### src/vad_pkg.sv
`timescale 1ns / 1ps
// ----------------------------------------------------------------------------
// vad_pkg: shared types and constants for the vector angle pipeline
// Widths, CORDIC angle table and the base-angle code used across stages.
// ----------------------------------------------------------------------------
package vad_pkg;

	localparam int ITERATIONS = 16;
	localparam int FRAC_BITS  = 8;
	localparam int TABLE_LEN  = 24;
	localparam int ACC_FRAC   = 24;
	localparam int PRESCALE   = 40;

	localparam int STAGES  = (ITERATIONS < TABLE_LEN) ? ITERATIONS : TABLE_LEN;
	localparam int COORD_W = 16;
	localparam int DIFF_W  = COORD_W + 1;
	// magnitude grows by the CORDIC gain and sqrt(2); two guard bits cover it
	localparam int XY_W    = DIFF_W + PRESCALE + 2;
	localparam int Z_W     = 32;
	localparam int TOT_W   = Z_W + 3;
	localparam int ANGLE_W = 17;
	localparam int SHIFT   = ACC_FRAC - FRAC_BITS;

	localparam logic signed [TOT_W-1:0] BASE_ACC = TOT_W'(64'sd180 <<< ACC_FRAC);
	localparam logic signed [TOT_W-1:0] HALF     = TOT_W'(64'sd1 <<< (SHIFT - 1));
	localparam logic signed [TOT_W-1:0] LIMIT    = TOT_W'(64'sd180 <<< FRAC_BITS);

	typedef enum logic [1:0] {
		BASE_ZERO = 2'd0,
		BASE_POS  = 2'd1,
		BASE_NEG  = 2'd2
	} vad_base_t;

	typedef struct packed {
		logic signed [XY_W-1:0] x;
		logic signed [XY_W-1:0] y;
		vad_base_t              base;
	} vad_vec_t;

	// atan(2^-i) in degrees, scaled by 2^ACC_FRAC
	function automatic logic [Z_W-2:0] atan_tab(input int i);
		logic [Z_W-2:0] v;
		case (i)
			0:       v = 31'd754974720;
			1:       v = 31'd445687602;
			2:       v = 31'd235489088;
			3:       v = 31'd119537938;
			4:       v = 31'd60000934;
			5:       v = 31'd30029717;
			6:       v = 31'd15018523;
			7:       v = 31'd7509720;
			8:       v = 31'd3754917;
			9:       v = 31'd1877466;
			10:      v = 31'd938734;
			11:      v = 31'd469367;
			12:      v = 31'd234684;
			13:      v = 31'd117342;
			14:      v = 31'd58671;
			15:      v = 31'd29335;
			16:      v = 31'd14668;
			17:      v = 31'd7334;
			18:      v = 31'd3667;
			19:      v = 31'd1833;
			20:      v = 31'd917;
			21:      v = 31'd458;
			22:      v = 31'd229;
			23:      v = 31'd115;
			default: v = '0;
		endcase
		return v;
	endfunction

endpackage

### src/vad_round.sv
`timescale 1ns / 1ps
// ----------------------------------------------------------------------------
// vad_round: base angle, rounding and saturation
// Adds the quadrant base, rounds half up to the output grid, clamps to 180.
// ----------------------------------------------------------------------------
module vad_round
	import vad_pkg::*;
(
	input  logic                      clk,
	input  logic                      arst_n,
	input  logic                      in_valid,
	input  vad_base_t                 in_base,
	input  logic signed [Z_W-1:0]     in_z,
	output logic                      out_valid,
	output logic signed [ANGLE_W-1:0] out_angle
);

	logic                     valid_s1;
	logic signed [TOT_W-1:0]  total_s1;
	logic                     valid_s2;
	logic signed [ANGLE_W-1:0] angle_s2;

	logic signed [TOT_W-1:0] base_acc;
	logic signed [TOT_W-1:0] res;
	logic signed [TOT_W-1:0] sat;

	always_comb begin
		case (in_base)
			BASE_POS: base_acc = BASE_ACC;
			BASE_NEG: base_acc = -BASE_ACC;
			default:  base_acc = '0;
		endcase
	end

	always_comb begin
		res = total_s1 >>> SHIFT;
		if (res > LIMIT) begin
			sat = LIMIT;
		end else if (res < -LIMIT) begin
			sat = -LIMIT;
		end else begin
			sat = res;
		end
	end

	always_ff @(posedge clk or negedge arst_n) begin
		if (!arst_n) begin
			valid_s1 <= 1'b0;
			valid_s2 <= 1'b0;
		end else begin
			valid_s1 <= in_valid;
			valid_s2 <= valid_s1;
		end
	end

	always_ff @(posedge clk) begin
		total_s1 <= base_acc + TOT_W'(in_z) + HALF;
		angle_s2 <= sat[ANGLE_W-1:0];
	end

	assign out_valid = valid_s2;
	assign out_angle = angle_s2;

endmodule

### config.mk
export PLATFORM = sky130hd
export DESIGN_NAME = vad_round
export DESIGN_NICKNAME = d
export VERILOG_FILES = /design/src/vad_pkg.sv /design/src/vad_round.sv
export SDC_FILE = /design/constraint.sdc
export NUM_CORES = 1
export LEC_CHECK = 0
export ABC_AREA = 1
export BUFFER_PORTS_ARGS = -buffer_cell sky130_fd_sc_hd__buf_4
export CORE_UTILIZATION = 55
export CTS_CLUSTER_SIZE = 30
export DETAILED_ROUTE_END_ITERATION = 10
export PLACE_DENSITY = 0.84
export SKIP_LAST_GASP = 1
export SLEW_MARGIN = 0
export SYNTH_ARGS = -nofsm -noshare
export SYNTH_HDL_FRONTEND = slang
export SYNTH_SLANG_ARGS = --single-unit
### constraint.sdc
create_clock -name clk -period 2.1 [get_ports clk]
set_input_delay 0.21 -clock clk [delete_from_list [all_inputs] [get_ports clk]]
set_output_delay 0.21 -clock clk [all_outputs]
set_load 0.005 [all_outputs]
; ---- Word-level counts from Yosys, hierarchy flattened
; Index checks and enable logic that the tools add are counted.
[word_totals]
reg_bits = 54
output_inout_bits = 18
input_bits = 37
[op_classes]
order_cmp = 2
n_addsub = 2
muxes = 2
eq_ne = 2
reduce_logical = 1
[op_table]
columns = operator, count
row1 = $pmux W35 S2, 1
row2 = $add A35 B17 Y35 const B, 1
row3 = $add A35 B32 Y35, 1
row4 = $gt A19 B17 Y1 const B, 1
row5 = $lt A19 B17 Y1 const B, 1
row6 = $mux W17, 1
row7 = $eq A2 B1 Y1 const B, 1
row8 = $eq A2 B2 Y1 const B, 1
row9 = $reduce_or A2 Y1, 1

; ---- Depth between registers and ports, before layout
[depth]
word_depth = 4
depth_mapped = 14
depth_no_buf = 13

; ---- Least setup slack after synthesis
; OpenSTA, ideal clock, no wires.
[synth_timing]
path_type = input-to-reg
startpoint = in in_base[0]
endpoint = reg total_s1[27]
required_ns = 1.981
path_stages = 8
t_arrival_ns = 1.403
n_path_buf = 0
setup_time_ns = 0.119
setup_slack_ns = 0.578
path_cell_list = inv_1 -> ha_1 -> inv_1 -> ha_1 -> nand3_1 -> nor2_1 -> or2_2 -> xor2_1
[synth_via]
elab_chain_len = 4
word_cells_on_any_way = 5
classes_between = add/sub: 2 / eq/ne: 2 / mux: 1
[synth_rtl]
columns = element, line_no
row1 = "start, declared", vad_round.sv:12  ; input vad_base_t in_base,
row2 = $eq A2 B2 Y1 / $eq A2 B1 Y1 (equally long branches), vad_round.sv:28  ; case (in_base)
row3 = $pmux W35 S2 *, vad_round.sv:28
row4 = $add A35 B32 Y35 *, vad_round.sv:57  ; total_s1 <= base_acc + TOT_W'(in_z) + HALF;
row5 = $add A35 B17 Y35 *, vad_round.sv:57
row6 = "end signal, assigned", vad_round.sv:57
row7 = "end, declared", vad_round.sv:19  ; logic signed [TOT_W-1:0] total_s1;
; Mark *: on every way between the ends. The rest lies on a longest branch, timed or not.
; A chain may end at the register's enable or synchronous reset.

; ---- Worst setup path after layout
; Same ends and word-level chain as after synthesis.

==> summary.md <==
| Metric | Value |
|---|---|
| Outcome | complete, no violations |
| Hold-fix buffers at CTS | 2 |
| Syn Std Cell Area | 1920 µm² |
| Busiest layer in global routing | met2 |
| Slew @ Worst Pin | approximately 0.28 ns |
| Flop pwr share | between 40% and 50% |
| Buffers inserted by post-CTS timing repair | 0 |
| Max Slew Vio Count | 0 |
| Placed inst area | 2250 µm² |
| GR Util All Layers | 22.7% |
| Reg clk slew, reported paths | 0.11 ns |
| Routed length per placed instance | slightly below 10 µm |
| NumNets Final | 363 |
| Slew HR | 81.1% |
| ANT nets after route | 0 |
| M1 GR Usage | 23.9% |
| Most frequent cells in the layout | nand2_1 (82), inv_1 (46), buf_4 (39) |
| Row Count | 21 |
| DRC errors left | 0 |
| Final setup vio count | 0 |
| Yosys reg bits | 38 |
| Via-to-Cell Ratio | approximately 4.7 |
| EDFF count, synth | 0 |
| Worst r2r src | total_s1[34] |
| Peak supply drop | 0.249 mV |
| Filler cell count | approximately 300 |
| Period Utilization, post-route | 64.8% |
| Post-synth cell types | 26 |
| Worst-Skew Late Latency | between 0.3 and 0.4 ns |
| Die Area | 3730 µm² |
| Final hold viol count | 0 |
| Switching Share | 27.6% |
| Area Growth Syn to Fin | 22.5% |
| FF-to-FF path depth | 7 |
| Hold Path Class | input port to flip-flop |
| DR pass1 iterations | 4 |
| Synthesized instance count | between 200 and 300 |
| Synthesis warning total | 0 |
| Worst reg2reg endpoint | out_angle[1] |
| Non-filler cells, final | 367 |
| Most common cell after layout, fill and taps aside | nand2_1 |
| Initial antenna violation count | 0 |
| CTS tree | done |
| Gpl congestion | 0.852 |
| CP startpoint kind | input port |
| Core area | 3340 µm² |
| Mapped Nets | between 300 and 400 |
| WP data arrival | 1.61 ns |
| Via count | 1723 |
| Post-CTS sizing | 0 |
| Initial Utilization | between 50% and 60% |
| Root buffer cell | clkbuf_4 |
| Min Tclk post-route | roughly 1.4 ns |
| Largest net degree at the start of global routing | 14 |
| Placed Cells | between 300 and 400 |
| Crit path cell chain | buf_4 > inv_1 > ha_1 > inv_1 > ha_1 > nand3_1 > nor2_1 > or2_2 > xor2_1 |
| Cell area after layout | 2350 µm² |
| Comb power frac | between 20% and 30% |
| Net Sw Power | ~0.00047 W |
| Fin Clk Skew | 0.00610 ns |
| GR Util met3 | 5.04% |
| Port Buf Inserts | 39 |
| First-pass GRT wire length | 6040 µm |
| Setup Crit Path Kind | input port to flip-flop |
| Starting DRT DRC Count | slightly below 80 |
| Async set-reset flop share out of synthesis | 5.26% |
| Hold Crit Depth | 2 |
| Largest buffer count on any clock path | 2 |
| Die Y-Extent | just over 60 µm |
| Int Pwr | 0.00123 W |
| Hold_sp | in_z[24] |
| Num CTS Buffers | 5 |
| Final WL | 3590 µm |
| # diodes | 0 |
| Leak Pwr | 1.29 nW |
| Sequential fraction of the synthesis area | 40.1% |
| Hold EP | total_s1[24] |
| Ys flop type | dfxtp_1 |
| Worst reg-to-reg setup slack | roughly 0.75 ns |
| H-Tree Depth | 2 |
| Fmax | 735 MHz |
| RSZ-0062 raised after global routing | no |
| CP max FO | 4 |
| Clock group share of total power | 28.2% |
| Mean Syn Cell Area | 7.01 µm² |
| PD cells | between 700 and 800 nW/µm² |
| Max_cap viols | 0 |
| CP max-delay cell | ha_1 |
| Req. time, crit path | 2.35 ns |
| Detailed Place HPWL | 2920 µm |
| Grt total ovfl | 0 |
| Vias in the first global route | 1481 |
| Share of cells above drive strength 1 | 19.9% |
| Met2 usage | 42.1% |
| Crit. End Element | flip-flop |
| Final TNS setup | 0 ns |
| # IOs | 55 |
| CTS Sinks | 38 |
| CP peak stage delay | about 0.33 ns |
| Die Width | 61.1 µm |
state kept, by name, indices dropped and copies added, names as in the netlist:
| register | count |
|---|---|
| total_s1 | 19 |
| out_angle | 17 |
| valid_s1 | 1 |
| out_valid | 1 |
per-stage QoR:
step	utilization [%]	setup slack, ns	hold WS (ns)	power (W)
2_1_floorplan	-	0.578	-0.0856	0.00108
3_3_place_gp	67.4	0.374	-0.00789	0.00123
3_5_place_dp	67.4	0.360	-0.00588	0.00124
4_1_cts	70.5	0.743	0.0320	0.00172
5_1_grt	70.5	0.548	0.0288	0.00182
6_report	70.5	0.739	0.0548	0.00170
kinds of logic after synthesis:
| group | after synthesis | share of synthesized area (%) |
|---|---|---|
| compound gates | 11 | 3.65 |
| xor+xnor | 13 | 5.93 |
| fa+ha+maj | 6 | 3.91 |
| buf+inv | 49 | 10.3 |
| flops | 38 | 40.1 |
| simple gates | 157 | 36.1 |
layer usage:
| metal | vias up | wire length, µm |
|---|---|---|
| met3 | 8 | 187 |
| li1 | 923 | - |
| met2 | 61 | 1780 |
| met5 | - | 0 |
| met1 | 731 | 1540 |
| met4 | 0 | 85 |
how the worst max path moves through the flow:
| stage | start | endpoint | slack [ns] |
|---|---|---|---|
| floorplan | in_base[0] | total_s1[27] | 0.58 |
| global placement | in_base[0] | total_s1[27] | 0.37 |
| detailed placement | in_base[0] | total_s1[27] | 0.36 |
| CTS | in_base[0] | total_s1[33] | 0.74 |
| global route | in_base[1] | total_s1[32] | 0.55 |
| finish | in_base[0] | total_s1[27] | 0.74 |
worst max-delay path: cells and delay by family:
family / cells / cell delay (ns)
fa+ha+maj: 2 / 0.62
simple gates: 3 / 0.45
buf+inv: 3 / 0.18
xor+xnor: 1 / 0.14
synth_stat cells (2+ instances only):
cell,n,area [µm²]
nand2_1,82,308
o21ai_0,3,15.0
nand3b_1,2,15.0
nand2_2,3,18.8
xor2_1,8,70.1
inv_1,46,173
ha_1,6,75.1
a21oi_1,5,25.0
nand3_1,19,95.1
dfrtp_1,2,50.1
nand3_2,3,30.0
nor2_2,6,37.5
nand4_1,7,43.8
xnor2_1,5,43.8
dfxtp_1,36,721
nor2_1,31,116
power groups by stage:
stage / clock network (W) / registers, W / logic, W
floorplan: 0 / 0.000868 / 0.000210
global route: 0.000531 / 0.000862 / 0.000429
global placement: 0 / 0.000865 / 0.000362
finish: 0.000481 / 0.000850 / 0.000373
CTS: 0.000496 / 0.000851 / 0.000375
detailed placement: 0 / 0.000866 / 0.000370
final cells by class:
class                           count  area [µm²]  area share [%]
Sequential cell                    38         771            32.8
Inverter                           47         176            7.50
Timing Repair Buffer               41         313            13.3
Clock buffer                        5        37.5            1.60
Tap cell                           46        57.6            2.45
Multi-Input combinational cell    187         952            40.5
Clock inverter                      3        45.0            1.91
Power figures use the tool's default switching activity.
