File: config.mk
export PLATFORM = sky130hd
export DESIGN_NAME = vad_prerot
export DESIGN_NICKNAME = d
export VERILOG_FILES = /design/src/vad_pkg.sv /design/src/vad_prerot.sv
export SDC_FILE = /design/constraint.sdc
export NUM_CORES = 1
export LEC_CHECK = 0
export ABC_CLOCK_PERIOD_IN_PS = 1600
export BUFFER_PORTS_ARGS = -buffer_cell sky130_fd_sc_hd__buf_2
export CAP_MARGIN = 15
export CORE_ASPECT_RATIO = 0.9
export CORE_MARGIN = 2
export CORE_UTILIZATION = 44
export CTS_CLUSTER_SIZE = 30
export DETAILED_ROUTE_END_ITERATION = 7
export HOLD_SLACK_MARGIN = 0.15
export PLACE_DENSITY = 0.87
export SLEW_MARGIN = 20
export SYNTH_ARGS = -nofsm -noshare
export SYNTH_HDL_FRONTEND = slang
export SYNTH_SLANG_ARGS = --single-unit
File: constraint.sdc
create_clock -name clk -period 1.6 [get_ports clk]
set_input_delay 0.24 -clock clk [delete_from_list [all_inputs] [get_ports clk]]
set_output_delay 0.24 -clock clk [all_outputs]
set_load 0.03 [all_outputs]
File: src/vad_pkg.sv
`timescale 1ns / 1ps
// ----------------------------------------------------------------------------
// vad_pkg: shared types and constants for the vector angle pipeline
// Widths, CORDIC angle table and the base-angle code used across stages.
// ----------------------------------------------------------------------------
package vad_pkg;

	localparam int ITERATIONS = 16;
	localparam int FRAC_BITS  = 8;
	localparam int TABLE_LEN  = 24;
	localparam int ACC_FRAC   = 24;
	localparam int PRESCALE   = 40;

	localparam int STAGES  = (ITERATIONS < TABLE_LEN) ? ITERATIONS : TABLE_LEN;
	localparam int COORD_W = 16;
	localparam int DIFF_W  = COORD_W + 1;
	// magnitude grows by the CORDIC gain and sqrt(2); two guard bits cover it
	localparam int XY_W    = DIFF_W + PRESCALE + 2;
	localparam int Z_W     = 32;
	localparam int TOT_W   = Z_W + 3;
	localparam int ANGLE_W = 17;
	localparam int SHIFT   = ACC_FRAC - FRAC_BITS;

	localparam logic signed [TOT_W-1:0] BASE_ACC = TOT_W'(64'sd180 <<< ACC_FRAC);
	localparam logic signed [TOT_W-1:0] HALF     = TOT_W'(64'sd1 <<< (SHIFT - 1));
	localparam logic signed [TOT_W-1:0] LIMIT    = TOT_W'(64'sd180 <<< FRAC_BITS);

	typedef enum logic [1:0] {
		BASE_ZERO = 2'd0,
		BASE_POS  = 2'd1,
		BASE_NEG  = 2'd2
	} vad_base_t;

	typedef struct packed {
		logic signed [XY_W-1:0] x;
		logic signed [XY_W-1:0] y;
		vad_base_t              base;
	} vad_vec_t;

	// atan(2^-i) in degrees, scaled by 2^ACC_FRAC
	function automatic logic [Z_W-2:0] atan_tab(input int i);
		logic [Z_W-2:0] v;
		case (i)
			0:       v = 31'd754974720;
			1:       v = 31'd445687602;
			2:       v = 31'd235489088;
			3:       v = 31'd119537938;
			4:       v = 31'd60000934;
			5:       v = 31'd30029717;
			6:       v = 31'd15018523;
			7:       v = 31'd7509720;
			8:       v = 31'd3754917;
			9:       v = 31'd1877466;
			10:      v = 31'd938734;
			11:      v = 31'd469367;
			12:      v = 31'd234684;
			13:      v = 31'd117342;
			14:      v = 31'd58671;
			15:      v = 31'd29335;
			16:      v = 31'd14668;
			17:      v = 31'd7334;
			18:      v = 31'd3667;
			19:      v = 31'd1833;
			20:      v = 31'd917;
			21:      v = 31'd458;
			22:      v = 31'd229;
			23:      v = 31'd115;
			default: v = '0;
		endcase
		return v;
	endfunction

endpackage

File: src/vad_prerot.sv
`timescale 1ns / 1ps
// ----------------------------------------------------------------------------
// vad_prerot: difference vector and quadrant fold
// Stage 1 forms end minus start; stage 2 folds x to non-negative and scales.
// ----------------------------------------------------------------------------
module vad_prerot
	import vad_pkg::*;
(
	input  logic                      clk,
	input  logic                      arst_n,
	input  logic                      in_valid,
	input  logic signed [COORD_W-1:0] start_x,
	input  logic signed [COORD_W-1:0] start_y,
	input  logic signed [COORD_W-1:0] end_x,
	input  logic signed [COORD_W-1:0] end_y,
	output logic                      out_valid,
	output vad_vec_t                  out_vec
);

	logic                     valid_s1;
	logic signed [DIFF_W-1:0] dx_s1;
	logic signed [DIFF_W-1:0] dy_s1;
	logic                     valid_s2;
	vad_vec_t                 vec_s2;

	logic signed [DIFF_W-1:0] fx;
	logic signed [DIFF_W-1:0] fy;
	vad_base_t                fbase;

	always_ff @(posedge clk or negedge arst_n) begin
		if (!arst_n) begin
			valid_s1 <= 1'b0;
			valid_s2 <= 1'b0;
		end else begin
			valid_s1 <= in_valid;
			valid_s2 <= valid_s1;
		end
	end

	always_ff @(posedge clk) begin
		dx_s1 <= DIFF_W'(end_x) - DIFF_W'(start_x);
		dy_s1 <= DIFF_W'(end_y) - DIFF_W'(start_y);
	end

	// negative x: turn by 180 degrees and remember which way the base goes
	always_comb begin
		if (dx_s1[DIFF_W-1]) begin
			fx    = -dx_s1;
			fy    = -dy_s1;
			fbase = dy_s1[DIFF_W-1] ? BASE_NEG : BASE_POS;
		end else begin
			fx    = dx_s1;
			fy    = dy_s1;
			fbase = BASE_ZERO;
		end
	end

	always_ff @(posedge clk) begin
		vec_s2.x    <= XY_W'(fx) <<< PRESCALE;
		vec_s2.y    <= XY_W'(fy) <<< PRESCALE;
		vec_s2.base <= fbase;
	end

	assign out_valid = valid_s2;
	assign out_vec   = vec_s2;

endmodule

# Yosys cells after proc, flatten, opt, wreduce, memory -nomap -nowiden
# Index checks and enable logic that the tools add are counted.
# Widths: inputs -> output; s select.
word_totals:
  ff_bits: 72
  inputBits: 67
  out_inout_bits: 121
  elab_cells: 14
op_classes:
  n_addsub: 4
  mux: 3
op_table:
  columns: ["op", "count"]
  rows:
  - ["$mux 17", 2]
  - ["$neg 17->17", 2]
  - ["$sub 16x16->17", 2]
  - ["$mux 2", 1]

# Logic depth before layout (Yosys ltp)
logic_depth:
  word_depth: 2
  depth_mapped: 9

# Worst setup path after synthesis
# No wires, ideal clock.
synth_timing:
  path_kind: "input to register"
  from: "input end_x[0]"
  to: "register dx_s1[16]"
  setup_time_ps: 127
  arrival_time_ps: 1721
  required_time_ps: 1473
  path_slack_ps: -248
  stages: 9
  cell_sequence: "inv_1 > ha_1 > fa_1 > nor2b_1 > o2111ai_1 > a21oi_1 > and3b_1 > o2111ai_1 > o21ai_0"
synth_via:
  elab_chain_cells: 1
synth_lines:
  columns: ["element", "line", "text"]
  rows:
  - ["start: declaration", "vad_prerot.sv:14", "input logic signed [COORD_W-1:0] end_x,"]
  - ["$sub 16x16->17", "vad_prerot.sv:41", "dx_s1 <= DIFF_W'(end_x) - DIFF_W'(start_x);"]
  - ["end signal: assignment", "vad_prerot.sv:41", null]
  - ["end: declaration", "vad_prerot.sv:21", "logic signed [DIFF_W-1:0] dx_s1;"]
# Every way passes these cells.
# A chain may end at the register's enable or synchronous reset.

# Worst setup path in the final report
layout_timing:
  from: "register dy_s1[7]"
  to: "register vec_s2 (netlist bit out_vec[57])"
layout_via:
  elab_chain_cells: 2
layout_lines:
  columns: ["element", "line", "text"]
  rows:
  - ["start: declaration", "vad_prerot.sv:22", "logic signed [DIFF_W-1:0] dy_s1;"]
  - ["start signal: assignment", "vad_prerot.sv:42", "dy_s1 <= DIFF_W'(end_y) - DIFF_W'(start_y);"]
  - ["$neg 17->17", "vad_prerot.sv:49", "fy = -dy_s1;"]
  - ["$mux 17", "vad_prerot.sv:47", "if (dx_s1[DIFF_W-1]) begin"]
  - ["net fy[15]", "vad_prerot.sv:27", "logic signed [DIFF_W-1:0] fy;"]
  - ["end: declaration", "vad_prerot.sv:24", "vad_vec_t vec_s2;"]
# The timed path passes the listed nets, and every way through them passes these cells.

==> impl_metrics.py <==
metrics = {
    "synth": {
        "synth.lib_cells_used.distinct": 57,
        "synthMostInstantiatedCell": "buf_4",
        "synth_top_cells_by_area": "dfxtp_1 32%, buf_4 14%, ha_1 9.6%",
        "synth-seq-cells": 72,
        "yosysSeqAreaShare_pct": 32.9,
        "synthesis.yosys.warnings": 0,
        "postSynthCellCount": 499,
        "netlist.area_leader.share_pct": 31.8,
        "number_of_enable_type_register_cells_in_the_synthesized_netlist": 0,
        "yosys.area.top_type": "dfxtp_1",
        "synth_common_cells": "84 x buf_4, 70 x dfxtp_1, 49 x inv_1, 43 x xnor2_1, 34 x ha_1",
        "post_synth.cell_area_avg_um2": 8.84,
        "synth_area_um2": 4410,
        "synth_async_reset_ratio_pct": 2.78,
        "synthFlopType": "dfxtp_1",
    },
    "route": {
        "drt-met1-wl_mm": 4.41,
        "route.detailed.wl_per_inst_um": 14.4,
        "topRoutingLayerUsed": "met4",
        "routed-wl-met3_um": 844,
        "antenna_left": 0,
        "detailroute.wirelength.met2_mm": 5.82,
        "detailed_route_iter0_violations": 274,
        "route.detailed.drc": 0,
        "via_count": 3969,
        "finalWirelength_mm": 11.6,
        "detail_route.first_pass.iterations": 5,
        "routed_via_density": 4.92,
    },
    "clock_network": {
        "htree_levels": 3,
        "cts.reportedPaths.clkPinSlew_ns": 0.07,
        "cts.sink_count": 72,
        "cts_buffers": 9,
        "clockBufferDepth": 2,
        "tritoncts": "done",
        "cts_root_buf": "clkbuf_8",
        "worst_skew_pair.late_latency_ns": 0.35,
    },
    "global_routing": {
        "first_global_vias": 3702,
        "global_route_wire_length_before_repair_mm": 16.5,
        "globalRouteTotalUtil_pct": 19.1,
        "grt_start_max_net_pins": 37,
        "number_of_antenna_violations_at_the_first_check_in_global_routing": 1,
        "grt-ovfl-total": 0,
    },
    "timing": {
        "period_share_pct": 117,
        "setup_total_negative_slack_ns": -1.20,
        "finalWorstSetupSlack_ns": -0.273,
        "max_freq_mhz": 534,
        "slew-limit-headroom_pct": 65.5,
        "worst_pin_slew_ns": 0.512,
        "hold_viol": 0,
        "setup_viol": 9,
        "timing.clock.skew_ns": 0.00920,
        "grt_setup_unrepaired": "true",
        "slew_viol_final": 0,
        "final_period_minus_worst_setup_slack_ns": 1.87,
    },
    "final_layout": {
        "final_layout_size_suffix_gt1_share_pct": 38.0,
        "finalNetCount": 777,
        "n_fill_cell": 732,
        "syn_to_final_growth_pct": 35.0,
    },
    "setup_path": {
        "cp_max_fo": 2,
        "startpoint_type": "flip-flop",
        "cp_data_arrival_time_ns": 2.14,
        "timing.setup.critical_path_class": "flip-flop to flip-flop",
        "critPathCaptureType": "flip-flop",
        "worst_ep_required_time_ns": 1.87,
    },
    "power_and_ir_drop": {
        "cellLeakagePower_nw": 2.94,
        "vdd_drop_max_uv": 949,
        "power_density_nw_per_um2": 1180,
    },
    "floorplan": {
        "die_area_um2": 10800,
        "core_region_area_um2": 9700,
        "initial_util_pct": 45.5,
        "fp.dieW_um": 110,
        "die_height_um": 99.0,
        "num_io_pins": 188,
        "num_rows": 34,
    },
    "status": {
        "status": "finished with violations",
        "failed_checks": "negative setup slack",
    },
    "placed_design": {
        "dp_worst_setup_slack_ns": -0.423,
        "numPortBuffers": 107,
        "post-dp-hpwl_mm": 8.01,
        "gp_routability_congestion": 0.923,
    },
    "run": {
        "maximum_capacitance_violations": 0,
    },
    "min_path": {
        "worstHoldPathType": "primary input to flip-flop",
    },
}
[logic make-up after synthesis]
family                   after synthesis  synth area share (%)
multiplexers                           2                 0.454
flip-flops                            72                  32.9
AO/OA/AOI/OAI                         88                  13.5
adder cells (fa/ha/maj)               36                  10.6
buffers and inverters                142                  19.3
AND/OR/NAND/NOR                      105                  12.7
XOR/XNOR                              53                  10.5
other                                  1                0.0850
[metrics by stage]
| stage | util, % | std cells | total power, mW | cell area (µm²) | hold slack (ns) |
|---|---|---|---|---|---|
| detailed placement | 55.4 | 780 | 5.20 | 5370 | 0.0280 |
| finish | 61.4 | 806 | 7.03 | 5950 | 0.183 |
| CTS | 58.8 | 801 | 6.81 | 5700 | 0.182 |
| floorplan | - | 578 | 4.53 | 4920 | -0.0556 |
| global placement | 55.4 | 780 | 5.10 | 5370 | 0.0239 |
| global route | 61.4 | 805 | 7.36 | 5950 | 0.188 |
[state kept, by name, summed over array words and instances, names as in the netlist]
register,count
dx_s1,17
dy_s1,17
out_valid,1
out_vec,36
valid_s1,1
[critical path, cell delays in order (launching register included)]
cell	delay (ns)
dfxtp_2	0.33
or4_4	0.57
nor3_4	0.15
nand3_2	0.11
or2_4	0.29
o21ai_4	0.19
xnor2_1	0.15
[cells in the final DEF, fill, tap and decap left out, types with 5 or more instances in the layout]
cell type / instances
dfxtp_1: 68
conb_1: 80
a21oi_2: 6
inv_1: 44
ha_1: 28
nor2_1: 20
nor2b_1: 9
clkbuf_8: 10
nor3_1: 6
nand3_1: 6
o31ai_1: 5
a21o_1: 8
a21oi_1: 11
o21a_1: 5
ha_4: 6
buf_2: 104
nand2_1: 24
xnor2_1: 40
o31ai_4: 5
buf_4: 68
nand2b_1: 5
o21ai_0: 14
xor2_1: 10
[worst paths after layout]
| kind | depth (start not counted) | slack, ns | from | to |
|---|---|---|---|---|
| hold / removal | 3 | 0.18 | start_y[0] | dy_s1[0] |
| setup / recovery | 6 | -0.27 | dy_s1[7] | out_vec[57] |
| max in group asynchronous | 2 | 1.30 | arst_n | out_valid |
| min in group asynchronous | 2 | 0.20 | arst_n | valid_s1 |
| setup reg to reg | 6 | -0.27 | dy_s1[7] | out_vec[57] |
| hold reg to reg | 0 | 0.37 | valid_s1 | out_valid |
[area by class of cell]
| type | instances | area (µm²) | area share (%) |
|---|---|---|---|
| multi-input combinational | 364 | 2810 | 47.2 |
| sequential | 72 | 1450 | 24.4 |
| timing repair buffer | 178 | 1100 | 18.5 |
| inverter | 49 | 209 | 3.51 |
| tap | 126 | 158 | 2.65 |
| clock buffer | 11 | 141 | 2.37 |
| clock inverter | 5 | 80.1 | 1.34 |
| antenna | 1 | 2.50 | 0.0420 |
[power breakdown]
part | leakage (nW) | switching, mW | internal [mW] | total, mW
Combinational | 2.22 | 1.82 | 1.07 | 2.90
Sequential | 0.613 | 0.293 | 2.28 | 2.57
Clock | 0.106 | 0.650 | 0.918 | 1.57
[routing by layer]
layer  up-vias  track usage (%)
li1       1865                -
met1      1834             21.4
met2       228             34.9
met3        42             2.91
met4         0             8.96
met5         -                0
[what timing repair did]
action	4_1_cts	5_1_grt
setup endpoints to repair	14	24
setup buffers	3	4
gates resized for setup	15	41
pin swaps	4	14
cloned	0	0
hold buffers	2	0
endpoints found under the hold margin	3	0
No activity file was read; power rests on OpenSTA's default activity.
